<file path="config.mk">
export PLATFORM = sky130hd
export DESIGN_NAME = mpa_queue
export DESIGN_NICKNAME = d
export VERILOG_FILES = /design/src/mpa_pkg.sv /design/src/mpa_queue.sv
export SDC_FILE = /design/constraint.sdc
export NUM_CORES = 1
export LEC_CHECK = 0
export BUFFER_PORTS_ARGS = -buffer_cell sky130_fd_sc_hd__buf_4
export CORE_MARGIN = 2
export CORE_UTILIZATION = 50
export CTS_BUF_LIST = sky130_fd_sc_hd__clkbuf_4 sky130_fd_sc_hd__clkbuf_8
export CTS_CLUSTER_SIZE = 14
export DETAILED_ROUTE_END_ITERATION = 16
export GPL_TIMING_DRIVEN = 0
export PLACE_DENSITY_LB_ADDON = 0.12
export SYNTH_ARGS = -nofsm -noshare
export SYNTH_HDL_FRONTEND = slang
export SYNTH_SLANG_ARGS = --single-unit
</file>
<file path="constraint.sdc">
create_clock -name clk -period 2.7 [get_ports clk]
set_clock_uncertainty 0.1 [all_clocks]
set_input_delay 0.135 -clock clk [delete_from_list [all_inputs] [get_ports clk]]
set_output_delay 0.135 -clock clk [all_outputs]
set_load 0.01 [all_outputs]
</file>
<file path="src/mpa_pkg.sv">
// shared types, constants and helper functions of the max pooling block
// depends on nothing; every other file refers to it by scoped names
package mpa_pkg;

	localparam int DEF_MAX_WIDTH  = 256;
	localparam int DEF_MAX_HEIGHT = 256;
	localparam int DEF_MAX_KERNEL = 8;
	localparam int DATA_W         = 32;

	// configuration port
	localparam int CFG_IDX_W  = 2;
	localparam int CFG_DATA_W = 9;
	localparam int DIM_REG_W  = 9;
	localparam int WIN_REG_W  = 4;

	localparam logic [CFG_IDX_W-1:0] REG_PLANE_HEIGHT = 2'd0;
	localparam logic [CFG_IDX_W-1:0] REG_PLANE_WIDTH  = 2'd1;
	localparam logic [CFG_IDX_W-1:0] REG_WINDOW_SIZE  = 2'd2;
	localparam logic [CFG_IDX_W-1:0] REG_WINDOW_STEP  = 2'd3;

	localparam logic [DIM_REG_W-1:0] RST_PLANE_HEIGHT = 9'd28;
	localparam logic [DIM_REG_W-1:0] RST_PLANE_WIDTH  = 9'd28;
	localparam logic [WIN_REG_W-1:0] RST_WINDOW_SIZE  = 4'd2;
	localparam logic [WIN_REG_W-1:0] RST_WINDOW_STEP  = 4'd2;

	// job fields sized for the largest supported geometry
	localparam int JOB_SLOT_W = 4;
	localparam int JOB_COL_W  = 12;
	localparam int JOB_K_W    = 5;
	localparam int JOB_DIM_W  = 13;
	localparam int JOB_QUEUE_DEPTH = 4;

	typedef struct packed {
		logic signed [DATA_W-1:0] sample;
		logic                     tensor_start;
	} in_item_t;

	typedef struct packed {
		logic signed [DATA_W-1:0] window_max;
		logic [31:0]              max_position;
		logic                     plane_done;
	} out_item_t;

	typedef struct packed {
		logic [JOB_SLOT_W-1:0] start_slot;
		logic [JOB_COL_W-1:0]  start_col;
		logic [JOB_K_W-1:0]    size;
		logic [JOB_DIM_W-1:0]  width;
		logic [31:0]           position;
		logic                  last;
	} job_t;

	function automatic logic [15:0] clamp_dim(input logic [15:0] v, input logic [15:0] hi);
		logic [15:0] r;
		if (v == 16'd0) begin
			r = 16'd1;
		end else if (v > hi) begin
			r = hi;
		end else begin
			r = v;
		end
		return r;
	endfunction

	// one restoring step of a remainder by a 4-bit divisor
	function automatic logic [3:0] mod_step(input logic [3:0] rem, input logic bit_in,
			input logic [3:0] d);
		logic [4:0] t;
		t = {rem, bit_in};
		if (t >= {1'b0, d}) begin
			t = t - {1'b0, d};
		end
		return t[3:0];
	endfunction

	function automatic logic [3:0] mod_small(input logic [3:0] a, input logic [3:0] d);
		logic [3:0] rem;
		rem = 4'd0;
		for (int b = 3; b >= 0; b--) begin
			rem = mod_step(rem, a[b], d);
		end
		return rem;
	endfunction

endpackage

</file>
<file path="src/mpa_queue.sv">
// short job queue between the front and the back of the pooling block
// depends on mpa_pkg for the job type and depth
module mpa_queue (
	input  logic          clk,
	input  logic          arst_n,
	input  logic          push,
	input  mpa_pkg::job_t push_job,
	output logic          full,
	input  logic          pop,
	output mpa_pkg::job_t pop_job,
	output logic          empty
);

	localparam int DEPTH = mpa_pkg::JOB_QUEUE_DEPTH;
	localparam int PW    = (DEPTH > 1) ? $clog2(DEPTH) : 1;
	localparam int NW    = $clog2(DEPTH + 1);

	mpa_pkg::job_t  slot_q [DEPTH];
	logic [PW-1:0]  wp_q;
	logic [PW-1:0]  rp_q;
	logic [NW-1:0]  cnt_q;

	assign full    = (cnt_q == NW'(DEPTH));
	assign empty   = (cnt_q == '0);
	assign pop_job = slot_q[rp_q];

	always_ff @(posedge clk) begin
		if (push) begin
			slot_q[wp_q] <= push_job;
		end
	end

	always_ff @(posedge clk or negedge arst_n) begin
		if (!arst_n) begin
			wp_q  <= '0;
			rp_q  <= '0;
			cnt_q <= '0;
		end else begin
			if (push) begin
				wp_q <= (wp_q == PW'(DEPTH - 1)) ? '0 : wp_q + 1'b1;
			end
			if (pop) begin
				rp_q <= (rp_q == PW'(DEPTH - 1)) ? '0 : rp_q + 1'b1;
			end
			unique case ({push, pop})
				2'b10:   cnt_q <= cnt_q + 1'b1;
				2'b01:   cnt_q <= cnt_q - 1'b1;
				default: cnt_q <= cnt_q;
			endcase
		end
	end

endmodule

</file>
### After elaboration in Yosys (flattened, before gate mapping)

Memory sizes are Yosys's and may differ from the RTL's.
Index checks and enable logic that the tools add are counted.

* memory bits (writable): 268
* bits in read-only memories: 0
* memories: 1
* output and inout port bits: 69
* input bits: 71
* latch bits: 0
* flip-flop bits (word level): 7

* mux-type cells: 5
* multiply operators: 0
* equal/unequal tests: 5
* add/sub/neg operators: 4
* divide/modulo/power cells: 0
* shift operators: 0
* magnitude comparators: 0
* bitwise gates (word level): 0
* reduce and logical (&&, ||, !) cells: 2

Memory list
* slot_q: depth 4, width 67, read ports 1, clocked after Yosys merged registers in 0, write ports 1, RTL line mpa_queue.sv:18 `mpa_pkg::job_t slot_q [DEPTH];`

Operators with widths (count)
* $eq 2x2->1 const B: 3
* $pmux 3 s2: 1
* $add 2x1->2 const B: 2
* $mux 2: 2
* $add 3x1->3 const B: 1
* $eq 3x3->1 const B: 1
* $logic_not 3->1: 1
* $sub 3x1->3 const B: 1
* $eq 2x1->1 const B: 1
* $mux 1: 2
* $reduce_bool 2->1: 1

### Longest topological paths before layout

Gate-level depths: netlist of the first run.

* depth in word-level cells: 2
* mapped depth: 7
* depth with buffers taken out: 7

### Worst setup path after synthesis of the first run

OpenSTA, ideal clock, no wires.

* path kind: reg2reg
* from: register wp_q[0]
* to: memory slot_q[0][0] (netlist bit) (enable)
* slack: -24 ps
* path buffers: 0
* stages on the path, launching flop included: 4
* arrival time: 2192 ps
* required time: 2168 ps
* library setup time: 432 ps
* cell sequence: dfrtp_1 > inv_1 > ha_1 > and2_1

RTL lines
* start, declared: RTL line mpa_queue.sv:19 `logic [PW-1:0] wp_q;`
* start signal, assigned: RTL line mpa_queue.sv:40 `wp_q <= (wp_q == PW'(DEPTH - 1)) ? '0 : wp_q + 1'b1;`
* end, declared: RTL line mpa_queue.sv:18

No word-level cell before the write port.

==> qor.csv, run 1 <==
metric,value,unit
status,"finished, final reports clean",
Worst Reg-to-Reg Cells,4,
total power,13060,uW
Syn Nets,467,
"Max stage delay cell, worst path",mux4_2,
CTS Sinks,275,
most frequent cells in the layout,"edfxtp_1 (268), buf_4 (144), dlygate4sd3_1 (71)",
register area,8223,sq um
Worst Path Arrival,2250,ps
Peak VDD IR,586.1,uV
multi-input logic area,1737,sq um
post-synthesis sequential area ratio,0.8144,
Worst Setup End Kind,primary output,
WL final,18790,um
R2R Setup Slk,730,ps
fin area,13080,sq um
crit start category,flop,
Placer Congestion,0.6636,
"Cell Area, Synth",10100,sq um
antenna cells,0,
# DRC,0,
vias in the first global route,5423,
RSZ-0062 raised after global routing,no,
Synth Instances,389,
Max Freq,0.4019,GHz
final cycle utilization of the critical path,0.9215,
synthesized flop and latch total,275,
endpoints failing hold,0,
die area,21350,sq um
worst setup path startpoint,rp_q[1],
1st-iter DRT viols,252,
crit path cell chain,"buf_2, buf_2, buf_2, mux4_2, buf_4",
die width,146.1,um
pin count of the biggest net entering global routing,56,
vias post-DR,4903,
CORE AREA,19650,sq um
Area Growth Syn to Fin,29.52,%
DP HPWL,11020,um
RR Endpoint,slot_q[2][16],
total leakage power,0.004596,uW
"commonest non-fill, non-tap cell in the layout",edfxtp_1,
cell repeated most along the worst path,buf_2,
Max-Cap Viols,0,
final layout net count,726,
CTS Buffer Depth,3,
CTS root buf,clkbuf_8,
Rows,51,
wire per inst,19.92,um
PwrDens,998.5,nW/um^2
final core utilization,0.6654,
post-cts sizing count,0,
DIE HEIGHT,146.1,um
global-route wire length before repair,29210,um
area fraction of the dominant cell type after synthesis,0.7970,
Critical Path RT,2470,ps
hold path endpoint,slot_q[0][54],
Final ANT Viol Nets,0,
vias per cell,5.199,
Syn Area/Cell,25.96,sq um
clk_lat worst skew,520,ps
number of synthesis warnings,0,
CTS tree,done,
top cell type by total area after synthesis,edfxtp_1,
clk slew on worst S/H paths,60,ps
Buf/Inv on CP,4,
RR Startpoint,wp_q[0],
hold path start,push_job[54],
"Largest stage delay, worst path",380,ps
Fillers,1354,
Initial DRT Pass Iterations,4,
Min-Delay Path Class,in -> reg,
Slew Limit Headroom,0.5423,
Top delay family on crit path,buffers and inverters,
PortBufs,139,
H-tree levels,2,
WS Path Type,reg -> out,
antenna violations before repair,0,
synth top area cells,"edfxtp_1 (80%), mux4_2 (15%), dfrtp_1 (1.7%)",
"critical path fanouts, max",10,
I/O pins,140,
final global-route overflow total,0,
Initial Util,0.5138,
Total Routing Usage GR,0.1799,
Max Slew Vio Count,0,
Yosys cell types,22,
share of cells above drive strength 1,0.4336,
hold path cells,2,
setup-violating endpoint count in the final report,0,
area post-placement,11580,sq um
Num CTS Buffers,43,
Worst Tran Pin Value,686.6,ps
Tmin final,2488,ps
## flip-flops by register name, summed over array words and instances (netlist names)
register / cells
wp_q: 2
cnt_q: 3
slot_q: 268
rp_q: 2
## layout make-up
type,instances,share of cell area
flip-flops and latches,275,0.6288
repair buffers,214,0.1414
multi-input cells,92,0.1328
well taps,265,0.02535
inverters,6,0.001722
clock inverters,15,0.005358
plain buffers,16,0.009568
clock buffers,60,0.05501
## synthesized netlist by cell type, drive strengths merged
cell type / count
edfxtp: 268
mux4: 67
buf: 13
dfrtp: 7
ha: 6
inv: 6
and2: 4
clkbuf: 3
mux2: 2
nor2: 2
o21ai: 2
xor2: 2
and3: 1
fa: 1
mux2i: 1
nand2: 1
nor3: 1
or3: 1
xnor2: 1
## repair_timing
action | 4_1_cts | 5_1_grt
hold buffers | 71 | 0
buffers inserted | 0 | 0
hold endpoints to repair | 281 | 0
## report_power, final
| group | internal (uW) | switching [uW] | total [uW] |
|---|---|---|---|
| Sequential | 5470 | 158 | 5630 |
| Combinational | 2200 | 2030 | 4240 |
| Clock | 1710 | 1480 | 3190 |
| Total | 9390 | 3670 | 13100 |
## through the flow
| step | hold slack, ps | setup TNS, ps | std cells | setup slack [ps] |
|---|---|---|---|---|
| after floorplan | -260.6 | 0 | 389 | 1.506 |
| after global placement | -149.9 | -170790 | 793 | -1310 |
| after detailed placement | -145.4 | 0 | 797 | 694.9 |
| after CTS | 206.6 | 0 | 943 | 146.8 |
| after global routing | 222.7 | 0 | 943 | 69.21 |
| final | 246.2 | 0 | 943 | 212.0 |
## cell families (layout without fill, tap and decap cells)
group	Yosys count	count (layout)	synth area share
compound gates	2	2	0.0009914
xor+xnor	3	3	0.002603
fa+ha+maj	7	7	0.009417
buf+inv	22	311	0.01462
flops	275	275	0.8144
mux	70	70	0.1527
simple gates	10	10	0.005328
## worst max-delay path by stage
stage,end,slack [ps],cells past startpoint
2_1_floorplan,slot_q[1][0],2,3
3_3_place_gp,slot_q[1][16],-1310,3
3_5_place_dp,slot_q[2][16],690,4
4_1_cts,pop_job[61],150,5
5_1_grt,pop_job[61],70,5
6_report,pop_job[61],210,5
## routing by layer
layer / up-vias / wire length [um] / global-route usage
li1: 2184 / - / -
met1: 2537 / 7729 / 0.2291
met2: 151 / 9670 / 0.3123
met3: 31 / 1038 / 0.04438
met4: 0 / 346 / 0.04951
met5: - / 0 / 0
(Power assumes the default switching activity.)
==> run 2: changes to the inputs <==
==> constraint.sdc (replaced) <==
create_clock -name clk -period 2.59 [get_ports clk]
set_clock_uncertainty 0.1 [all_clocks]
set_input_delay 0.1295 -clock clk [delete_from_list [all_inputs] [get_ports clk]]
set_output_delay 0.1295 -clock clk [all_outputs]
set_load 0.01 [all_outputs]
==> run 2 against run 1 <==
Compared with the run above: total power rose by 4.9%; sequential cell count did not move; sequential power rose by 4.1%; non-clock buffer count did not move; register-to-register slack got worse by 30 ps; clock power rose by 7.2%; first-iteration DRC count rose by 16%; utilization rose by 0.22 points; largest cell class unchanged.
==> qor.csv, run 2 (same netlist as run 1, synthesis figures left out) <==
metric,value,unit,change
status,"finished, final reports clean",,unchanged
final layout net count,727,,was 726
die area,21350,sq um,unchanged
Total Routing Usage GR,0.1820,,was 0.1799
WS Path Type,reg -> out,,unchanged
Initial DRT Pass Iterations,5,,was 4
PortBufs,139,,unchanged
hold path cells,2,,unchanged
DP HPWL,10780,um,"was 11,020 um"
"commonest non-fill, non-tap cell in the layout",edfxtp_1,,unchanged
Buf/Inv on CP,3,,was 4
Area Growth Syn to Fin,29.95,%,was 29.52%
RR Endpoint,slot_q[0][16],,was slot_q[2][16]
Critical Path RT,2360,ps,was 2470 ps
Initial Util,0.5138,,unchanged
Fillers,1347,,"was 1,354"
Tmin final,2449,ps,
total leakage power,0.004625,uW,was 0.004596 uW
clk slew on worst S/H paths,60,ps,about the same
clk_lat worst skew,530,ps,was 520 ps
RSZ-0062 raised after global routing,no,,unchanged
WL final,18660,um,"was 18,790 um"
hold_ws,236.9,ps,was 246.2 ps
I/O pins,140,,unchanged
Worst Path Arrival,2220,ps,was 2250 ps
Max Slew Vio Count,0,,unchanged
# Post-CTS Setup Buffers,0,,unchanged
"critical path fanouts, max",10,,unchanged
antenna violations before repair,0,,unchanged
share of cells above drive strength 1,0.4389,,was 0.4336
most frequent cells in the layout,"edfxtp_1 (268), buf_4 (144), dlygate4sd3_1 (71)",,unchanged
setup-violating endpoint count in the final report,0,,unchanged
Worst Reg-to-Reg Cells,4,,unchanged
CTS tree,done,,unchanged
final cycle utilization of the critical path,0.9454,,
wire per inst,19.77,um,was 19.92 um
Num CTS Buffers,44,,was 43
R2R Setup Slk,700,ps,was 730 ps
vias post-DR,4903,,unchanged
"Max stage delay cell, worst path",clkbuf_1,,was mux4_2
vias in the first global route,5647,,"was 5,423"
Max-Cap Viols,0,,unchanged
RR Startpoint,wp_q[1],,was wp_q[0]
"Largest stage delay, worst path",540,ps,was 380 ps
final global-route overflow total,0,,unchanged
Top delay family on crit path,buffers and inverters,,unchanged
Slew Limit Headroom,0.5494,,was 0.5423
crit path cell chain,"buf_2, clkbuf_1, mux4_2, buf_4",,"was buf_2, buf_2, buf_2, mux4_2, buf_4"
PwrDens,1044,nW/um^2,was 998.5 nW/um^2
DIE HEIGHT,146.1,um,unchanged
Max Freq,0.4084,GHz,
Min-Delay Path Class,in -> reg,,unchanged
biggest regs,"slot_q x268, cnt_q x3",,unchanged
Placer Congestion,0.6499,,was 0.6636
Rows,51,,unchanged
Peak VDD IR,604.6,uV,was 586.1 uV
CTS Buffer Depth,3,,unchanged
CTS root buf,clkbuf_8,,unchanged
hold path start,push_job[54],,unchanged
global-route wire length before repair,29870,um,"was 29,210 um"
# DRC,0,,unchanged
crit start category,flop,,unchanged
CTS Sinks,275,,unchanged
Final ANT Viol Nets,0,,unchanged
CORE AREA,19650,sq um,unchanged
endpoints failing hold,0,,unchanged
Worst Setup End Kind,primary output,,unchanged
antenna cells,0,,unchanged
"Most flops, register",slot_q,,unchanged
setup TNS,0,ps,unchanged
H-tree levels,2,,unchanged
max FFs per register,268,,unchanged
pin count of the biggest net entering global routing,43,,was 56
die width,146.1,um,unchanged
1st-iter DRT viols,292,,was 252
hold path endpoint,slot_q[2][54],,was slot_q[0][54]
vias per cell,5.194,,was 5.199
Worst Tran Pin Value,675.8,ps,was 686.6 ps
run 2: changes by cell type in the layout (fill, tap and decap cells not counted), sizes merged:
cell | previous run | this run
clkbuf | 63 | 67
buf | 156 | 154
clkinvlp | 3 | 2
run 2: stage by stage:
stage	setup slack, ps	util	std cells	instance area [sq um]	power [uW]
3_3_place_gp	-99.47	0.5840	793	11480	10250
4_1_cts	34.30	0.6674	944	13120	13930
3_5_place_dp	625.1	0.5898	797	11590	10390
2_1_floorplan	596.1	-	389	10100	8469
5_1_grt	14.19	0.6676	944	13120	14410
6_report	141.3	0.6676	944	13120	13700
run 2: power by group:
part | switching [uW] | leakage (uW) | internal, uW | total [uW]
logic | 2100 | 0.00165 | 2310 | 4410
clock network | 1570 | 0.000433 | 1850 | 3420
registers | 162 | 0.00254 | 5700 | 5860
total | 3830 | 0.00463 | 9870 | 13700
run 2: final cells by class:
type,count,area (sq um),share of cell area
Inverter,6,22.52,0.001716
Multi-Input combinational cell,92,1737,0.1324
Timing Repair Buffer,214,1864,0.1421
Clock inverter,14,66.31,0.005054
Buffer,16,130.1,0.009917
Clock buffer,62,747.0,0.05693
Tap cell,265,331.6,0.02527
Sequential cell,275,8223,0.6267
run 2: metal layers:
metal	wire length, um	GRT usage	vias up	part of all wire
li1	-	-	2187	-
met2	9504	0.3113	152	0.51
met3	1127	0.04844	37	0.060
met4	469	0.06553	0	0.025
met1	7563	0.2264	2527	0.41
met5	0	0	-	0
run 2: repair_timing:
action | 4_1_cts | 5_1_grt
hold endpoints to repair | 281 | 0
setup endpoints to repair | 0 | 8
resized for setup | 0 | 2
hold buffers | 71 | 0
run 2: worst max path at each step:
stage	from	end	slack, ps	cells past startpoint
6_report	rp_q[1]	pop_job[19]	140	4
5_1_grt	rp_q[1]	pop_job[19]	10	4
4_1_cts	rp_q[1]	pop_job[55]	30	5
3_5_place_dp	rp_q[1]	pop_job[55]	630	5
3_3_place_gp	wp_q[0]	slot_q[0][10]	-100	3
2_1_floorplan	wp_q[0]	slot_q[2][0]	600	3
==> run 3: changes to the inputs <==
--- a/config.mk
+++ b/config.mk
@@ -5,6 +5,7 @@
 export SDC_FILE = /design/constraint.sdc
 export NUM_CORES = 1
 export LEC_CHECK = 0
+export ABC_AREA = 1
 export BUFFER_PORTS_ARGS = -buffer_cell sky130_fd_sc_hd__buf_4
 export CORE_MARGIN = 2
 export CORE_UTILIZATION = 50
==> run 3 against run 2 <==
Compared with the run above: global-route usage grew 2.1 points; critical path type unchanged; total power grew 7.6%; synthesized cell count grew 110%; utilization shrank 1.7 points.
==> qor.csv, run 3 <==
metric,value,unit,change
endpoints failing hold,0,,unchanged
Commonest cells post-synth,"edfxtp_1 (268), nand2_1 (214), inv_1 (147)",,"was edfxtp_1 (268), mux4_2 (67), dfrtp_1 (7)"
cell repeated most along the worst path,nand2_1,,
die area,23600,sq um,"was 21,350 sq um"
Worst Setup End Kind,primary output,,unchanged
RR Startpoint,wp_q[0],,was wp_q[1]
1st-iter DRT viols,394,,was 292
Post-CTS Hold Fix Bufs,71,,unchanged
# Post-CTS Setup Buffers,0,,unchanged
setup-violating endpoint count in the final report,0,,unchanged
synth top area cells,"edfxtp_1 (72%), o211ai_1 (7.6%), nand2_1 (7.2%)",,"was edfxtp_1 (80%), mux4_2 (15%), dfrtp_1 (1.7%)"
RSZ-0062 raised after global routing,no,,unchanged
Reg power frac,0.399,,was 0.428
placed cell count,1258,,was 797
"Cell Area, Synth",11190,sq um,"was 10,100 sq um"
Switching Power,4954,uW,was 3829 uW
fraction of power consumed by the clock network,0.234,,was 0.250
Synth Area in Compound Gates,0.1011,,was 0.0009913
total power,14740,uW,"was 13,700 uW"
mux cell area share after synthesis,0,,was 0.1527
simple-gate share of the synthesized area,0.07433,,was 0.005328
clk slew on worst S/H paths,60,ps,about the same
CTS tree,done,,unchanged
Worst Path Arrival,2110,ps,was 2220 ps
Fillers,1656,,"was 1,347"
post-synthesis sequential area ratio,0.7346,,was 0.8144
Num CTS Buffers,45,,was 44
Area Growth Syn to Fin,27.16,%,was 29.95%
xor/xnor share of the synthesized area,0.0007825,,was 0.002602
fin cells,1405,,was 944
"Most flops, register",slot_q,,unchanged
CTS Sinks,275,,unchanged
Max Freq,0.4266,GHz,was 0.4084 GHz
area fraction of the dominant cell type after synthesis,0.7190,,was 0.7970
Worst Reg-to-Reg Cells,5,,was 4
switching share of power,0.3361,,was 0.2796
hold path start,push_job[10],,was push_job[54]
Post-synth EDFFs,268,,unchanged
Pint,9787,uW,was 9866 uW
final cycle utilization of the critical path,0.9050,,was 0.9454
post-cts sizing count,0,,unchanged
WL final,23730,um,"was 18,660 um"
Yosys cell types,21,,was 22
status,"finished, final reports clean",,unchanged
"Max stage delay cell, worst path",clkbuf_1,,unchanged
Max-Cap Viols,0,,unchanged
total leakage power,0.005871,uW,was 0.004625 uW
CORE AREA,21890,sq um,"was 19,650 sq um"
"Largest stage delay, worst path",450,ps,was 540 ps
Main synth FF type,edfxtp_1,,unchanged
wire per inst,16.89,um,was 19.77 um
vias per cell,4.967,,was 5.194
die width,153.6,um,was 146.1 um
global-route wire length before repair,36800,um,"was 29,870 um"
number of synthesis warnings,0,,unchanged
final global-route overflow total,0,,unchanged
PwrDens,1036,nW/um^2,was 1044 nW/um^2
H-tree levels,2,,unchanged
R2R Setup Slk,720,ps,was 700 ps
PortBufs,138,,was 139
Initial DRT Pass Iterations,5,,unchanged
Synth Instances,836,,was 389
hold path endpoint,slot_q[3][10],,was slot_q[2][54]
I/O pins,140,,unchanged
max FFs per register,268,,unchanged
Syn Area/Cell,13.39,sq um,was 25.96 sq um
Tmin final,2344,ps,was 2449 ps
Min-Delay Path Class,in -> reg,,unchanged
Slew Limit Headroom,0.6015,,was 0.5494
Syn Nets,914,,was 467
vias post-DR,6979,,"was 4,903"
DIE HEIGHT,153.6,um,was 146.1 um
vias in the first global route,6956,,"was 5,647"
Critical Path RT,2360,ps,about the same
adder-cell area share of the yosys netlist,0.008495,,was 0.009418
Peak VDD IR,536.3,uV,was 604.6 uV
Worst Tran Pin Value,597.7,ps,was 675.8 ps
Initial Util,0.5113,,was 0.5138
final layout net count,1174,,was 727
Total Routing Usage GR,0.2027,,was 0.1820
Gate power share,0.367,,was 0.322
Final ANT Viol Nets,0,,unchanged
synthesized flop and latch total,275,,unchanged
crit path cell chain,"inv_4, clkbuf_1, nand2_1, o211ai_1, nand2_1, buf_4",,"was buf_2, clkbuf_1, mux4_2, buf_4"
"count leader, synth",edfxtp_1,,unchanged
hold path cells,2,,unchanged
Max Slew Vio Count,0,,unchanged
top cell type by total area after synthesis,edfxtp_1,,unchanged
DP HPWL,13960,um,"was 10,780 um"
RR Endpoint,slot_q[0][31],,was slot_q[0][16]
Rows,54,,was 51
most frequent cells in the layout,"edfxtp_1 (268), nand2_1 (214), inv_1 (143)",,"was edfxtp_1 (268), buf_4 (144), dlygate4sd3_1 (71)"
clk_lat worst skew,540,ps,was 530 ps
crit start category,flop,,unchanged
biggest regs,"slot_q x268, cnt_q x3",,unchanged
"critical path fanouts, max",10,,unchanged
"commonest non-fill, non-tap cell in the layout",edfxtp_1,,unchanged
CTS Buffer Depth,3,,unchanged
share of cells above drive strength 1,0.2411,,was 0.4389
pin count of the biggest net entering global routing,60,,was 43
WS Path Type,reg -> out,,unchanged
CTS root buf,clkbuf_8,,unchanged
Placer Congestion,0.7218,,was 0.6499
# DRC,0,,unchanged
largest family of logic cells by synthesized area,compound AO/OA/AOI/OAI gates,,was multiplexers
post-synthesis async set-or-reset flop share,0.02545,,unchanged
antenna violations before repair,1,,was 0
## run 3: how the worst max path moves through the flow
stage | startpoint | endpoint | slack [ps] | depth (start not counted)
final | rp_q[0] | pop_job[22] | 250 | 6
after global routing | rp_q[0] | pop_job[45] | 110 | 6
after CTS | rp_q[0] | pop_job[16] | 200 | 6
after detailed placement | wp_q[0] | slot_q[0][30] | 680 | 5
after global placement | wp_q[0] | slot_q[0][30] | -1040 | 4
after floorplan | wp_q[0] | slot_q[2][0] | 80 | 4
## run 3: cells by family (layout without fill, tap and decap cells)
| logic type | Yosys count | in the layout |
|---|---|---|
| xor+xnor | 1 | 1 |
| other cells | 0 | 1 |
| buf+inv | 194 | 482 |
| flops | 275 | 275 |
| fa+ha+maj | 7 | 7 |
| simple gates | 220 | 220 |
| compound gates | 139 | 139 |
## run 3: per-layer routing
| layer | track usage | share of wire | vias up |
|---|---|---|---|
| met4 | 0.06160 | 0.019 | 0 |
| li1 | - | - | 3430 |
| met3 | 0.04115 | 0.052 | 43 |
| met2 | 0.3386 | 0.49 | 182 |
| met1 | 0.2707 | 0.43 | 3324 |
| met5 | 0 | 0 | - |
## run 3: layout make-up
type	count	area [sq um]	area share
repair buffers	213	1857	0.1304
plain buffers	45	340.3	0.02391
flip-flops and latches	275	8223	0.5777
multi-input cells	367	2067	0.1452
inverters	149	573.1	0.04026
clock inverters	12	60.06	0.004219
well taps	280	350.3	0.02461
clock buffers	63	760.7	0.05345
diodes	1	2.502	0.0001758
## run 3: critical path, delay by kind of cell, from the launching register on
kind            cells  cell delay (ps)
buf+inv             3              790
simple gates        2              250
compound gates      1              110
flops               1              420
## run 3: metrics by stage
stage | area (sq um) | setup slack, ps | TNS, ps | hold WS (ps) | util
2_1_floorplan | 11190 | 84.79 | 0 | -266.1 | -
3_3_place_gp | 12580 | -1043 | -264960 | -146.7 | 0.5746
3_5_place_dp | 12700 | 680.5 | 0 | -145.5 | 0.5801
4_1_cts | 14230 | 204.3 | 0 | 177.6 | 0.6501
5_1_grt | 14230 | 111.7 | 0 | 199.5 | 0.6502
6_report | 14230 | 246.0 | 0 | 216.9 | 0.6502
## run 3: power by group through the flow
| stage | Combinational [uW] | Sequential [uW] | Clock (uW) |
|---|---|---|---|
| 2_1_floorplan | 3010 | 5980 | 0 |
| 3_3_place_gp | 5250 | 6040 | 0 |
| 3_5_place_dp | 5410 | 5970 | 0 |
| 4_1_cts | 5520 | 5890 | 3540 |
| 5_1_grt | 5950 | 5950 | 3710 |
| 6_report | 5400 | 5890 | 3450 |
