## config.mk

```make
export PLATFORM = sky130hd
export DESIGN_NAME = mpa_front
export DESIGN_NICKNAME = d
export VERILOG_FILES = /design/src/mpa_pkg.sv /design/src/mpa_front.sv
export SDC_FILE = /design/constraint.sdc
export NUM_CORES = 1
export LEC_CHECK = 0
export BUFFER_PORTS_ARGS = -buffer_cell sky130_fd_sc_hd__buf_2
export CAP_MARGIN = 20
export CORE_MARGIN = 5
export CORE_UTILIZATION = 35
export DETAILED_ROUTE_END_ITERATION = 8
export HOLD_SLACK_MARGIN = 0.03
export PLACE_DENSITY = 0.55
export SYNTH_ARGS = -nofsm -noshare
export SYNTH_HDL_FRONTEND = slang
export SYNTH_SLANG_ARGS = --single-unit
```

## constraint.sdc

```tcl
create_clock -name clk -period 10.6 [get_ports clk]
set_input_delay 1.06 -clock clk [delete_from_list [all_inputs] [get_ports clk]]
set_output_delay 1.06 -clock clk [all_outputs]
set_load 0.01 [all_outputs]
```

## src/mpa_pkg.sv

```systemverilog
// shared types, constants and helper functions of the max pooling block
// depends on nothing; every other file refers to it by scoped names
package mpa_pkg;

	localparam int DEF_MAX_WIDTH  = 256;
	localparam int DEF_MAX_HEIGHT = 256;
	localparam int DEF_MAX_KERNEL = 8;
	localparam int DATA_W         = 32;

	// configuration port
	localparam int CFG_IDX_W  = 2;
	localparam int CFG_DATA_W = 9;
	localparam int DIM_REG_W  = 9;
	localparam int WIN_REG_W  = 4;

	localparam logic [CFG_IDX_W-1:0] REG_PLANE_HEIGHT = 2'd0;
	localparam logic [CFG_IDX_W-1:0] REG_PLANE_WIDTH  = 2'd1;
	localparam logic [CFG_IDX_W-1:0] REG_WINDOW_SIZE  = 2'd2;
	localparam logic [CFG_IDX_W-1:0] REG_WINDOW_STEP  = 2'd3;

	localparam logic [DIM_REG_W-1:0] RST_PLANE_HEIGHT = 9'd28;
	localparam logic [DIM_REG_W-1:0] RST_PLANE_WIDTH  = 9'd28;
	localparam logic [WIN_REG_W-1:0] RST_WINDOW_SIZE  = 4'd2;
	localparam logic [WIN_REG_W-1:0] RST_WINDOW_STEP  = 4'd2;

	// job fields sized for the largest supported geometry
	localparam int JOB_SLOT_W = 4;
	localparam int JOB_COL_W  = 12;
	localparam int JOB_K_W    = 5;
	localparam int JOB_DIM_W  = 13;
	localparam int JOB_QUEUE_DEPTH = 4;

	typedef struct packed {
		logic signed [DATA_W-1:0] sample;
		logic                     tensor_start;
	} in_item_t;

	typedef struct packed {
		logic signed [DATA_W-1:0] window_max;
		logic [31:0]              max_position;
		logic                     plane_done;
	} out_item_t;

	typedef struct packed {
		logic [JOB_SLOT_W-1:0] start_slot;
		logic [JOB_COL_W-1:0]  start_col;
		logic [JOB_K_W-1:0]    size;
		logic [JOB_DIM_W-1:0]  width;
		logic [31:0]           position;
		logic                  last;
	} job_t;

	function automatic logic [15:0] clamp_dim(input logic [15:0] v, input logic [15:0] hi);
		logic [15:0] r;
		if (v == 16'd0) begin
			r = 16'd1;
		end else if (v > hi) begin
			r = hi;
		end else begin
			r = v;
		end
		return r;
	endfunction

	// one restoring step of a remainder by a 4-bit divisor
	function automatic logic [3:0] mod_step(input logic [3:0] rem, input logic bit_in,
			input logic [3:0] d);
		logic [4:0] t;
		t = {rem, bit_in};
		if (t >= {1'b0, d}) begin
			t = t - {1'b0, d};
		end
		return t[3:0];
	endfunction

	function automatic logic [3:0] mod_small(input logic [3:0] a, input logic [3:0] d);
		logic [3:0] rem;
		rem = 4'd0;
		for (int b = 3; b >= 0; b--) begin
			rem = mod_step(rem, a[b], d);
		end
		return rem;
	endfunction

endpackage

```

## src/mpa_front.sv

```systemverilog
// front of the pooling block: configuration, plane counters, row store writes
// and detection of completed windows; depends on mpa_pkg
module mpa_front #(
	parameter int MAX_WIDTH  = mpa_pkg::DEF_MAX_WIDTH,
	parameter int MAX_HEIGHT = mpa_pkg::DEF_MAX_HEIGHT,
	parameter int MAX_KERNEL = mpa_pkg::DEF_MAX_KERNEL,
	parameter int AW         = 11
) (
	input  logic                             clk,
	input  logic                             arst_n,
	input  logic                             cfg_we,
	input  logic [mpa_pkg::CFG_IDX_W-1:0]    cfg_index,
	input  logic [mpa_pkg::CFG_DATA_W-1:0]   cfg_data,
	input  logic                             in_valid,
	output logic                             in_ready,
	input  mpa_pkg::in_item_t                in_data,
	input  logic                             back_quiet,
	input  logic                             q_full,
	output logic                             push,
	output mpa_pkg::job_t                    push_job,
	output logic                             ram_we,
	output logic [AW-1:0]                    ram_waddr,
	output logic [mpa_pkg::DATA_W-1:0]       ram_wdata
);

	localparam int RW  = (MAX_HEIGHT > 1) ? $clog2(MAX_HEIGHT) : 1;
	localparam int CW  = (MAX_WIDTH > 1) ? $clog2(MAX_WIDTH) : 1;
	localparam int SLW = (MAX_KERNEL > 1) ? $clog2(MAX_KERNEL) : 1;
	localparam int DW  = (RW > CW) ? RW : CW;
	localparam int NW  = $clog2(DW + 1);

	logic [mpa_pkg::DIM_REG_W-1:0] height_q;
	logic [mpa_pkg::DIM_REG_W-1:0] width_q;
	logic [mpa_pkg::WIN_REG_W-1:0] ksize_q;
	logic [mpa_pkg::WIN_REG_W-1:0] kstep_q;

	logic [RW-1:0]  row_q;
	logic [CW-1:0]  col_q;
	logic [SLW-1:0] slot_q;
	logic [3:0]     rph_q;
	logic [3:0]     cph_q;
	logic [31:0]    base_q;
	logic [31:0]    plane_size_q;

	// remainder recompute after a configuration write
	logic           recalc_q;
	logic [NW-1:0]  rcnt_q;
	logic [DW-1:0]  rsh_q;
	logic [DW-1:0]  csh_q;
	logic [3:0]     rrem_q;
	logic [3:0]     crem_q;
	logic [3:0]     rrem_n;
	logic [3:0]     crem_n;

	logic [15:0] h16, w16, k16, s16;
	logic [3:0]  s4, km1, kphase;
	logic        tensor;
	logic [15:0] r16, c16;
	logic [SLW-1:0] slot;
	logic [3:0]  pr, pc;
	logic [31:0] base;
	logic        fire;
	logic [15:0] sh16, sw16, ss16;
	logic [31:0] prod;
	logic        done;
	logic        accept;
	logic        c_wrap, r_wrap;

	assign h16    = mpa_pkg::clamp_dim(16'(height_q), 16'(MAX_HEIGHT));
	assign w16    = mpa_pkg::clamp_dim(16'(width_q), 16'(MAX_WIDTH));
	assign k16    = mpa_pkg::clamp_dim(16'(ksize_q), 16'(MAX_KERNEL));
	assign s4     = (kstep_q == '0) ? 4'd1 : kstep_q;
	assign s16    = 16'(s4);
	assign km1    = 4'(k16 - 16'd1);
	assign kphase = mpa_pkg::mod_small(km1, s4);

	assign tensor = in_data.tensor_start;
	assign r16    = tensor ? 16'd0 : 16'(row_q);
	assign c16    = tensor ? 16'd0 : 16'(col_q);
	assign slot   = tensor ? '0 : slot_q;
	assign pr     = tensor ? 4'd0 : rph_q;
	assign pc     = tensor ? 4'd0 : cph_q;
	assign base   = tensor ? 32'd0 : base_q;

	// a window ends here when both counters sit at (k-1) modulo the step
	assign fire = (k16 <= h16) && (k16 <= w16) && (r16 + 16'd1 >= k16)
		&& (c16 + 16'd1 >= k16) && (pr == kphase) && (pc == kphase);
	assign sh16 = r16 + 16'd1 - k16;
	assign sw16 = c16 + 16'd1 - k16;
	assign ss16 = (16'(slot) >= 16'(km1)) ? 16'(slot) - 16'(km1)
		: 16'(slot) + 16'(MAX_KERNEL) - 16'(km1);
	assign prod = 32'(sh16) * 32'(w16);
	// last window start is the one whose next step would overrun the plane
	assign done = (r16 < h16) && (r16 + s16 >= h16) && (c16 < w16) && (c16 + s16 >= w16);

	assign c_wrap = (c16 + 16'd1 >= w16);
	assign r_wrap = (r16 + 16'd1 >= h16);

	// a new row must not overwrite slots that queued windows still read
	assign in_ready = !recalc_q && !q_full && !((tensor || col_q == '0) && !back_quiet);
	assign accept   = in_valid && in_ready;

	assign push                = accept && fire;
	assign push_job.start_slot = mpa_pkg::JOB_SLOT_W'(ss16);
	assign push_job.start_col  = mpa_pkg::JOB_COL_W'(sw16);
	assign push_job.size       = mpa_pkg::JOB_K_W'(k16);
	assign push_job.width      = mpa_pkg::JOB_DIM_W'(w16);
	assign push_job.position   = base + prod + 32'(sw16);
	assign push_job.last       = done;

	assign ram_we    = accept;
	assign ram_waddr = AW'(slot) * AW'(MAX_WIDTH) + AW'(c16);
	assign ram_wdata = in_data.sample;

	assign rrem_n = mpa_pkg::mod_step(rrem_q, rsh_q[DW-1], s4);
	assign crem_n = mpa_pkg::mod_step(crem_q, csh_q[DW-1], s4);

	always_ff @(posedge clk) begin
		plane_size_q <= 32'(h16) * 32'(w16);
		if (cfg_we) begin
			rsh_q  <= DW'(row_q);
			csh_q  <= DW'(col_q);
			rrem_q <= 4'd0;
			crem_q <= 4'd0;
		end else if (recalc_q) begin
			rsh_q  <= rsh_q << 1;
			csh_q  <= csh_q << 1;
			rrem_q <= rrem_n;
			crem_q <= crem_n;
		end
	end

	always_ff @(posedge clk or negedge arst_n) begin
		if (!arst_n) begin
			height_q <= mpa_pkg::RST_PLANE_HEIGHT;
			width_q  <= mpa_pkg::RST_PLANE_WIDTH;
			ksize_q  <= mpa_pkg::RST_WINDOW_SIZE;
			kstep_q  <= mpa_pkg::RST_WINDOW_STEP;
			row_q    <= '0;
			col_q    <= '0;
			slot_q   <= '0;
			rph_q    <= '0;
			cph_q    <= '0;
			base_q   <= '0;
			recalc_q <= 1'b0;
			rcnt_q   <= '0;
		end else begin
			if (cfg_we) begin
				unique case (cfg_index)
					mpa_pkg::REG_PLANE_HEIGHT: height_q <= cfg_data;
					mpa_pkg::REG_PLANE_WIDTH:  width_q  <= cfg_data;
					mpa_pkg::REG_WINDOW_SIZE:  ksize_q  <= cfg_data[mpa_pkg::WIN_REG_W-1:0];
					mpa_pkg::REG_WINDOW_STEP:  kstep_q  <= cfg_data[mpa_pkg::WIN_REG_W-1:0];
				endcase
				recalc_q <= 1'b1;
				rcnt_q   <= NW'(DW);
			end else if (recalc_q) begin
				rcnt_q <= rcnt_q - 1'b1;
				if (rcnt_q == NW'(1)) begin
					recalc_q <= 1'b0;
					rph_q    <= rrem_n;
					cph_q    <= crem_n;
				end
			end
			if (accept) begin
				if (c_wrap) begin
					col_q <= '0;
					cph_q <= 4'd0;
					if (r_wrap) begin
						row_q  <= '0;
						slot_q <= '0;
						rph_q  <= 4'd0;
						base_q <= base + plane_size_q;
					end else begin
						row_q  <= RW'(r16 + 16'd1);
						slot_q <= (slot == SLW'(MAX_KERNEL - 1)) ? '0 : slot + 1'b1;
						rph_q  <= (pr + 4'd1 == s4) ? 4'd0 : pr + 4'd1;
						base_q <= base;
					end
				end else begin
					col_q  <= CW'(c16 + 16'd1);
					cph_q  <= (pc + 4'd1 == s4) ? 4'd0 : pc + 4'd1;
					row_q  <= RW'(r16);
					slot_q <= slot;
					rph_q  <= pr;
					base_q <= base;
				end
			end
		end
	end

endmodule

```

Word level (Yosys, flattened, before mapping)
Index checks and enable logic that the tools add are counted.
- register bits: 146
- input bits: 50
- output and inout bits: 113
- word-level logic and storage cells: 155
- add/sub/neg operators: 24
- multipliers: 2
- order comparisons: 20
- eq/ne operators: 10
- muxes and demuxes: 50
- reductions and logical operators: 32
- operators with widths (cell ; count):
    $mux 4 ; 27
    $mux 32 ; 3
    $mux 8 ; 9
    $add 32x32->32 ; 2
    $ge 16x16->1 ; 4
    $mul 16x16->32 ; 2
    $add 32x16->32 ; 1
    $ge 9x16->1 ; 2
    $le 16x16->1 ; 2
    $lt 8x16->1 ; 2
    $sub 16x16->16 ; 2
    $mux 9 ; 3
    $ge 5x4->1 ; 5
    $sub 4x4->4 ; 6
    $add 8x1->9 const B ; 2
    $add 8x4->9 ; 2
    $gt 9x9->1 const B ; 2
    $logic_not 9->1 ; 2
    $eq 4x4->1 ; 4
    $mux 16 ; 1
    $logic_and 1x1->1 ; 13
    $mux 3 ; 4
    $add 11x8->11 ; 1
    $add 4x1->4 const B ; 2
    22 further kinds ; 35

Longest topological paths before layout
Gate-level depths: netlist (run 1).
- depth in word-level cells: 16
- gate-level depth with buffers: 37
- mapped depth without buffers: 33

Worst setup path before layout (run 1)
No wires, ideal clock.
- path type: input to output
- start point: input port in_data[0] in the netlist's numbering
- end point: output port push_job[30] in the netlist's numbering
- arrival time: 9889 ps
- data required time: 9540 ps
- path slack: -349 ps
- cell stages on the path: 35
- cells stage by stage: buf_2 -> buf_1 -> clkbuf_1 -> buf_1 -> clkbuf_1 -> nor2b_1 -> ha_1 -> ha_1 -> a21o_1 -> a21o_1 -> a21o_1 -> or3_1 -> clkbuf_1 -> nor2_1 -> inv_1 -> fa_1 -> inv_1 -> fa_1 -> inv_1 -> fa_1 -> inv_1 -> fa_1 -> inv_1 -> fa_1 -> fa_1 -> inv_1 -> ha_1 -> a21o_1 -> a21o_1 -> a21o_1 -> a21oi_1 -> a21boi_0 -> o41ai_1 -> o21ai_0 -> mux2_2
- RTL lines (item ; RTL line ; RTL):
    start: declaration ; mpa_front.sv:16 ; input mpa_pkg::in_item_t in_data,
    end: declaration ; mpa_front.sv:20 ; output mpa_pkg::job_t push_job,

==> results by group, run 1 <==
Timing
  • Max-slew violations: 0
  • Min cycle time layout: around 10 ns
  • Final TNS setup: 0 ns
  • Peak Freq: 0.0986 GHz
  • Clk_skew: 0.0122 ns
  • Period utilization: 0.957
  • Final Setup Violations: 0
  • Slew HR: 0.236
  • Final Hold Fails: 0
  • Worst Tran Pin Value: 1.12 ns

Min path
  • Worst hold path startpoint: rrem_q[3]
  • Hold Path End: rrem_q[3]
  • Hold Path Stages: 2
  • Worst Hold Class: flop to flop

Clock network
  • Clk_lat worst skew: roughly 0.45 ns
  • Clock tree buffer depth: 2
  • Root Buffer: clkbuf_16
  • Clk pin slew, worst setup/hold paths: ~0.07 ns
  • TritonCTS Buffers: 17
  • CTS HTree Levels: 4
  • TritonCTS clock tree: done
  • CTS sink count: between 100 and 150

GRT
  • GRT Util Overall: 0.185
  • Global-route wire length before repair: about 92000 um
  • Pin count of the biggest net entering global routing: between 50 and 60
  • Initial antenna violation count: 2
  • Total gr overflow: 0
  • Vias in the first global route: between 15000 and 20000

Status
  • Status: finished, final reports clean

Detailed routing
  • DR DRC count: 0
  • DR iter-0 viols: around 800
  • Drt wl/cell: ~18 um
  • Via count: 15861
  • TritonRoute pass-1 iters: 5
  • Antenna Nets Post-Route: 0
  • Detailed Route WL: about 58000 um
  • DR vias/cell: 5.02

Die
  • DIE HEIGHT: 250 um
  • Die Wd: around 250 um
  • Die area: ~63000 um2
  • Total core area: between 50000 and 60000 um2
  • I/O pin count: 163
  • Starting Density: 0.352
  • Std cell rows: 88

Critical path
  • WS Path Type: input port to primary output
  • Startpoint class of the critical path: input port
  • Cell mode on critical path: inv_1
  • CP endpoint kind: primary output
  • Max Fanout on Critical Path: 9
  • Worst r2r path cells: 24
  • Reg2Reg Capture Point: plane_size_q[18]
  • Reg2Reg Setup Slack: between 3 and 4 ns
  • Worst EP arrival: just over 9 ns
  • Slowest stage delay, CP: approximately 0.54 ns
  • Req. time, crit path: approximately 9.5 ns
  • Critical R2R Launch: width_q[8]
  • Slowest CP cell: fa_1

Final layout
  • Most frequent cells in the layout: 397 x inv_1, 313 x ha_1, 207 x nor2_1
  • Filler instances: around 5800
  • Share of layout cells above drive strength 1: 0.116
  • # diodes: 0
  • Area Growth Syn to Fin: 10.5%
  • Commonest non-fill, non-tap cell in the layout: inv_1
  • Final Core Density: 0.388
  • # nets final: about 2900

Place
  • Port Buffers: between 90 and 100
  • DP HPWL: 47500 um
  • Final RePlAce weighted congestion: just under 0.9

Synth
  • Number of synthesized flops with an enable pin: 16
  • Main synth FF type: dfrtp_1
  • Fraction of registers with async set/reset: 0.672
  • Cells after Synth: ~2300
  • Syn Area/Cell: approximately 9 um2
  • Synth Warn #: 0
  • Synth unique cells: slightly below 80
  • Sequential area share after synthesis: 0.164
  • #FFs+latches synth: 134
  • Cell area after synthesis: just over 20000 um2

Flow run
  • Max-cap viol count: 0
worst max path at each step:
stage / cells past startpoint / from / slack (ns) / end
finish: 36 / in_data[0] / 0.46 / push_job[29]
global route: 36 / in_data[0] / -0.01 / push_job[29]
CTS: 34 / in_data[0] / 0.06 / push_job[29]
detailed placement: 34 / in_data[0] / -0.06 / push_job[29]
global placement: 36 / in_data[0] / -0.01 / push_job[31]
floorplan: 36 / in_data[0] / 0.01 / push_job[29]
through the flow:
step	instances	worst slack [ns]	hold slack [ns]	instance area, um2
after floorplan	2299	0.0150	0.423	20200
after global placement	3124	-0.0104	0.436	21600
after detailed placement	3124	-0.0602	0.447	21600
after CTS	3156	0.0572	0.458	22200
after global routing	3157	-0.0111	0.479	22300
final	3157	0.461	0.456	22300
timing repair:
action,4_1_cts,5_1_grt
setup endpoints to repair,2,7
hold buffers,0,0
setup buffers,0,1
gates resized for setup,1,16
hold endpoints to repair,0,0
pin swaps,0,1
cell type report:
| type | count | area [um2] | area share |
|---|---|---|---|
| clock buffers | 18 | 429 | 0.0193 |
| clock inverters | 14 | 153 | 0.00685 |
| inverters | 402 | 1510 | 0.0677 |
| multi-input cells | 1660 | 14900 | 0.670 |
| flip-flops and latches | 134 | 3300 | 0.148 |
| well taps | 765 | 957 | 0.0430 |
| repair buffers | 164 | 1000 | 0.0449 |
cells by family (layout without fill, tap and decap cells):
kind of cell,count (synthesis),after routing,share of synthesized area
xor gates and xnor gates,127,127,0.0552
muxes,63,63,0.0342
buffers and inverters,505,598,0.101
DFF,134,134,0.164
and+or+nand+nor,630,630,0.145
other,1,6,0.000186
AOI/OAI and AO/OA,322,322,0.109
adders and majority gates,512,512,0.391
metal layers:
layer  up-vias  global-route usage  wire, um
met5         -                   0        13
met3        59              0.0270      2820
met2       353               0.301     27100
met4         2              0.0521      1530
met1      7838               0.259     26900
li1       7609                   -         -
sequential cells by signal (all words and copies together), names as in the netlist:
signal	flops
base_q	32
col_q	8
cph_q	4
crem_q	4
csh_q	8
height_q	9
ksize_q	4
kstep_q	4
plane_size_q	20
rcnt_q	4
recalc_q	1
row_q	8
rph_q	4
rrem_q	4
rsh_q	8
slot_q	3
width_q	9
synth_stat cells, types with 4 or more instances:
library cell	number	share of area
a211o_1	4	0.0017
a211oi_1	15	0.0056
a21boi_0	4	0.0015
a21o_1	42	0.016
a21oi_1	76	0.019
a221oi_1	5	0.0022
a22o_1	25	0.011
a311oi_1	4	0.0017
a31oi_1	5	0.0016
and2_1	18	0.0056
and3_1	13	0.0040
buf_1	9	0.0017
buf_4	39	0.015
clkbuf_1	53	0.0099
clkinv_1	4	0.00074
dfrtp_1	82	0.10
dfstp_2	8	0.010
dfxtp_1	28	0.028
edfxtp_1	16	0.024
fa_1	198	0.20
ha_1	314	0.19
inv_1	397	0.074
mux2_2	44	0.025
mux2i_1	18	0.0089
nand2_1	197	0.037
nand2b_1	22	0.0068
nand3_1	31	0.0077
nand4_1	10	0.0031
nor2_1	207	0.039
nor2b_1	59	0.018
nor3_1	26	0.0065
nor3b_1	6	0.0022
nor4_1	8	0.0025
o2111ai_1	4	0.0017
o211ai_1	8	0.0030
o21a_1	27	0.010
o21ai_0	55	0.014
o21bai_1	10	0.0037
o31ai_1	7	0.0026
o41ai_1	5	0.0022
or2_2	5	0.0016
or3_1	10	0.0031
xnor2_1	78	0.034
xor2_1	49	0.021
worst max-delay path: cells and delay by family:
| kind | cells | cell delay [ns] |
|---|---|---|
| AO/OA/AOI/OAI | 9 | 2.04 |
| adder cells (fa/ha/maj) | 9 | 3.80 |
| AND/OR/NAND/NOR | 5 | 0.89 |
| buffers and inverters | 12 | 1.09 |
| XOR/XNOR | 1 | 0.17 |
Power of run 1 is left out: the tool's default activity adds up to more than one toggle a clock period on the data nets, which glitch-free logic cannot reach.
==> run 2: changes to the inputs <==
==> constraint.sdc (replaced) <==
create_clock -name clk -period 10.6 [get_ports clk]
set_input_delay 2.12 -clock clk [delete_from_list [all_inputs] [get_ports clk]]
set_output_delay 2.12 -clock clk [all_outputs]
set_load 0.05 [all_outputs]
==> results by group, run 2 (same netlist as run 1, synthesis figures left out) <==
Die
  • Die area: 62500 um2 (unchanged)
  • Starting Density: 0.352 (unchanged)
  • Std cell rows: 88 (unchanged)
  • DIE HEIGHT: 250 um (unchanged)
  • Total core area: 57400 um2 (unchanged)
  • I/O pin count: 163 (unchanged)
  • Die Wd: 250 um (unchanged)

Final layout
  • Biggest regs: base_q (32), plane_size_q (20) (unchanged)
  • # diodes: 0 (unchanged)
  • Commonest non-fill, non-tap cell in the layout: inv_1 (unchanged)
  • # nets final: 3091 (was 2941)
  • Share of layout cells above drive strength 1: 0.218 (was 0.116)
  • Max FFs per register: 32 (unchanged)
  • Most flop-heavy register: base_q (unchanged)
  • Area Growth Syn to Fin: 21.9% (was 10.5%)
  • Most frequent cells in the layout: 374 x inv_1, 296 x ha_1, 209 x buf_4 (was 397 x inv_1, 313 x ha_1, 207 x nor2_1)

Timing
  • Peak Freq: 0.0876 GHz (was 0.0986 GHz)
  • Final Hold Fails: 0 (unchanged)
  • RSZ-0062 raised after global routing: yes
  • Worst Tran Pin Value: 0.973 ns (was 1.12 ns)
  • Hold Slack: 0.457 ns (was 0.456 ns)
  • Min cycle time layout: 11.41 ns (was 10.14 ns)
  • Clk_skew: 0.0191 ns (was 0.0122 ns)
  • Final worst setup slack: -0.810 ns (was 0.461 ns)
  • Final Setup Violations: 21 (was 0)
  • Slew HR: 0.347 (was 0.236)
  • Period utilization: 1.08 (was 0.957)
  • Max-slew violations: 0 (unchanged)

Clock network
  • Clock tree buffer depth: 2 (unchanged)
  • CTS HTree Levels: 4 (unchanged)
  • Root Buffer: clkbuf_16 (unchanged)
  • TritonCTS clock tree: done (unchanged)
  • TritonCTS Buffers: 17 (unchanged)
  • Clk_lat worst skew: 0.48 ns (was 0.45 ns)
  • CTS sink count: 134 (unchanged)
  • Clk pin slew, worst setup/hold paths: 0.07 ns (about the same)

Status
  • Violated checks: negative setup slack
  • Status: complete, but fails checks (was finished, final reports clean)

GRT
  • Total gr overflow: 0 (unchanged)
  • Initial antenna violation count: 2 (unchanged)
  • Vias in the first global route: 17014 (was 16241)
  • GRT Util Overall: 0.185 (about the same)
  • Global-route wire length before repair: 92900 um (was 92100 um)
  • Pin count of the biggest net entering global routing: 50 (was 58)

Critical path
  • Max Fanout on Critical Path: 5 (was 9)
  • Slowest CP cell: fa_1 (unchanged)
  • Slowest stage delay, CP: 0.54 ns (about the same)
  • WS Path Type: input port to primary output (unchanged)
  • CP endpoint kind: primary output (unchanged)
  • Req. time, crit path: 8.48 ns (was 9.54 ns)
  • Worst EP arrival: 9.29 ns (was 9.08 ns)
  • Cell mode on critical path: fa_1 (was inv_1)
  • Startpoint class of the critical path: input port (unchanged)

Detailed routing
  • DR vias/cell: 4.98 (was 5.02)
  • Detailed Route WL: 58200 um (was 58400 um)
  • Via count: 16461 (was 15861)
  • TritonRoute pass-1 iters: 5 (unchanged)
  • DR DRC count: 0 (unchanged)
  • Drt wl/cell: 17.6 um (was 18.5 um)
  • DR iter-0 viols: 1009 (was 796)
  • Antenna Nets Post-Route: 0 (unchanged)

Min path
  • Worst Hold Class: flop to flop (unchanged)

Place
  • DP HPWL: 48400 um (was 47500 um)
  • Final RePlAce weighted congestion: 0.880 (was 0.871)
  • Port Buffers: 93 (unchanged)

Flow run
  • Max-cap viol count: 0 (unchanged)
run 2: cell types whose count changed in the layout (fill, tap and decap cells not counted), sizes merged:
cell / previous run / this run
buf: 164 / 313
bufinv: 2 / 1
clkinv: 11 / 7
clkinvlp: 3 / 2
inv: 400 / 407
run 2: final timing paths:
| path | from | end | slack, ns | depth (start not counted) |
|---|---|---|---|---|
| worst min-delay path | rrem_q[3] | rrem_q[3] | 0.46 | 2 |
| min in group asynchronous | arst_n | rph_q[0] | 1.63 | 1 |
| worst min register to register | rrem_q[3] | rrem_q[3] | 0.46 | 2 |
| worst max register to register | width_q[8] | plane_size_q[18] | 3.78 | 23 |
| worst max-delay path | in_data[0] | push_job[29] | -0.81 | 34 |
| max in group asynchronous | arst_n | base_q[29] | 7.78 | 2 |
run 2: layout make-up:
class	instances	area, um2
Multi-Input combinational cell	1660	15900
Timing Repair Buffer	314	2350
Fill cell	5509	32800
Inverter	402	1510
Tap cell	765	957
Sequential cell	134	3300
Clock inverter	15	158
Clock buffer	17	425
run 2: timing repair:
action                                  CTS  global route
hold buffers                              0             0
pin swaps                                59            54
endpoints found under the setup margin   21            23
setup buffers                            21            13
gates resized for setup                  89            44
run 2: worst max-delay path: cells and delay by family:
| family | cells | cell delay (ns) |
|---|---|---|
| fa+ha+maj | 9 | 3.36 |
| buf+inv | 11 | 0.98 |
| simple gates | 7 | 1.36 |
| xor+xnor | 2 | 0.36 |
| compound gates | 5 | 1.10 |
run 2: per-stage QoR:
stage	setup slack [ns]	setup TNS, ns	utilization	instances	cell area [um2]
after CTS	-0.901	-12.08	0.424	3299	24300
after detailed placement	-1.08	-15.29	0.406	3248	23300
after global routing	-1.10	-17.08	0.428	3307	24600
after floorplan	-1.08	-17.37	-	2299	21000
final	-0.810	-11.29	0.428	3307	24600
after global placement	-0.890	-13.01	0.406	3248	23300
run 2: per-layer routing:
metal,vias up,part of all wire,GRT usage
met2,402,0.46,0.301
met3,88,0.055,0.0383
li1,7925,-,-
met4,0,0.024,0.0547
met5,-,0,0
met1,8046,0.46,0.251
Power of run 2 is left out for the same reason.
==> run 3: changes to the inputs <==
CORE_UTILIZATION = 57   (was 35)
PLACE_DENSITY = 0.81   (was 0.55)
SLEW_MARGIN = 20   (was default)
==> results by group, run 3 (same netlist as run 1, synthesis figures left out) <==
Status
  • Status: complete, but fails checks (unchanged)
  • Violated checks: negative setup slack (unchanged)

Timing
  • Peak Freq: 0.0876 GHz (about the same)
  • Final Hold Fails: 0 (unchanged)
  • Period utilization: 1.08 (about the same)
  • Worst Tran Pin Value: 0.919 ns (was 0.973 ns)
  • Final worst setup slack: -0.814 ns (was -0.810 ns)
  • Max-slew violations: 0 (unchanged)
  • Clk_skew: 0.0252 ns (was 0.0191 ns)
  • Min cycle time layout: 11.41 ns (about the same)
  • RSZ-0062 raised after global routing: yes (unchanged)
  • Slew HR: 0.387 (was 0.347)
  • Final Setup Violations: 21 (unchanged)
  • Final TNS setup: -10.76 ns (was -11.29 ns)

Critical path
  • CP endpoint kind: primary output (unchanged)
  • Buf/Inv on CP: 10 (was 11)
  • Req. time, crit path: 8.48 ns (about the same)
  • Crit path launch: in_data[0] (unchanged)
  • WS Path Type: input port to primary output (unchanged)
  • Reg2Reg Setup Slack: 3.84 ns (was 3.78 ns)
  • Startpoint class of the critical path: input port (unchanged)
  • CP delay by family, top: adder cells (unchanged)
  • Slowest stage delay, CP: 0.57 ns (was 0.54 ns)
  • Worst EP arrival: 9.29 ns (about the same)
  • Critical R2R Launch: height_q[7] (was width_q[8])
  • Max Fanout on Critical Path: 5 (unchanged)
  • Slowest CP cell: fa_1 (unchanged)

Die
  • I/O pin count: 163 (unchanged)
  • Total core area: 34700 um2 (was 57400 um2)
  • Die Wd: 198 um (was 250 um)
  • Std cell rows: 68 (was 88)
  • Die area: 39200 um2 (was 62500 um2)
  • Starting Density: 0.581 (was 0.352)
  • DIE HEIGHT: 198 um (was 250 um)

Detailed routing
  • Via count: 17258 (was 16461)
  • DR iter-0 viols: 1342 (was 1009)
  • DR WL met3: 4290 um (was 3220 um)
  • DR DRC count: 0 (unchanged)
  • Detailed Route WL: 56000 um (was 58200 um)
  • Wire length on met1: 22900 um (was 26700 um)
  • WL met2: 27100 um (was 26900 um)
  • Antenna Nets Post-Route: 0 (unchanged)
  • TritonRoute pass-1 iters: 5 (unchanged)
  • DR top layer: met4 (unchanged)
  • Drt wl/cell: 18.6 um (was 17.6 um)
  • DR vias/cell: 5.74 (was 4.98)

Final layout
  • Max FFs per register: 32 (unchanged)
  • Share of layout cells above drive strength 1: 0.233 (was 0.218)
  • Footprint of the multi-input gates: 16000 um2 (was 15900 um2)
  • Area Growth Syn to Fin: 21.1% (was 21.9%)
  • Most flop-heavy register: base_q (unchanged)
  • Filler instances: 2451 (was 5509)
  • Commonest non-fill, non-tap cell in the layout: inv_1 (unchanged)
  • # nets final: 3099 (was 3091)
  • Post-route cell area: 24400 um2 (was 24600 um2)
  • Most frequent cells in the layout: 365 x inv_1, 289 x ha_1, 214 x buf_4 (was 374 x inv_1, 296 x ha_1, 209 x buf_4)
  • Biggest regs: base_q (32), plane_size_q (20) (unchanged)
  • Seq. cell area: 3300 um2 (unchanged)

Clock network
  • TritonCTS Buffers: 17 (unchanged)
  • Clock tree buffer depth: 2 (unchanged)
  • CTS Hold Bufs: 0 (unchanged)
  • CTS HTree Levels: 4 (unchanged)
  • TritonCTS clock tree: done (unchanged)
  • Root Buffer: clkbuf_16 (unchanged)
  • Clk pin slew, worst setup/hold paths: 0.06 ns (was 0.07 ns)
  • Clk_lat worst skew: 0.44 ns (was 0.48 ns)
  • CTS sink count: 134 (unchanged)

GRT
  • Pin count of the biggest net entering global routing: 57 (was 50)
  • Global-route wire length before repair: 91500 um (was 92900 um)
  • GRT Util Overall: 0.288 (was 0.185)
  • Vias in the first global route: 18078 (was 17014)
  • Total gr overflow: 0 (unchanged)
  • Initial antenna violation count: 0 (was 2)

Place
  • Port Buffers: 93 (unchanged)
  • Placed Instance Area: 22900 um2 (was 23300 um2)
  • DP HPWL: 43800 um (was 48400 um)
  • Final RePlAce weighted congestion: 0.952 (was 0.880)

Flow run
  • Max-cap viol count: 0 (unchanged)

Min path
  • Worst hold path startpoint: rrem_q[3] (unchanged)
  • Worst Hold Class: flop to flop (unchanged)
[run 3: final timing paths]
path / end / cells after the start
max: push_job[29] / 34
min: rrem_q[3] / 2
max reg2reg: plane_size_q[18] / 25
min reg2reg: rrem_q[3] / 2
max in group asynchronous: rph_q[3] / 2
min in group asynchronous: row_q[7] / 1
[run 3: cell type report]
class                      count  share of cell area
sequential                   134               0.135
multi-input combinational   1660               0.656
inverter                     402              0.0618
tap                          455              0.0233
antenna                        2            0.000205
timing repair buffer         322               0.101
clock buffer                  19              0.0185
clock inverter                13             0.00456
[run 3: tightest hold or removal path, cell delays in order (launching register included)]
cell and delay (ns):
dfxtp_1 0.31, nand2_1 0.05, nand2_1 0.05
[run 3: per-layer routing]
metal,track usage,vias up
li1,-,7944
met1,0.379,8469
met2,0.483,704
met3,0.0507,141
met4,0.0992,0
met5,0,-
[run 3: repair_timing]
action	4_1_cts	5_1_grt
gates cloned	1	0
gates resized for setup	151	24
buffers inserted	25	11
endpoints found under the setup margin	22	23
pin swaps	79	30
[run 3: through the flow]
step	setup WS, ns	hold slack, ns	std cells	utilization
detailed placement	-1.11	0.439	2942	0.661
global route	-1.05	0.499	3005	0.704
global placement	-0.910	0.437	2942	0.661
finish	-0.814	0.454	3007	0.704
floorplan	-1.08	0.423	2299	-
CTS	-0.800	0.451	2996	0.699
Power of run 3 is left out for the same reason.
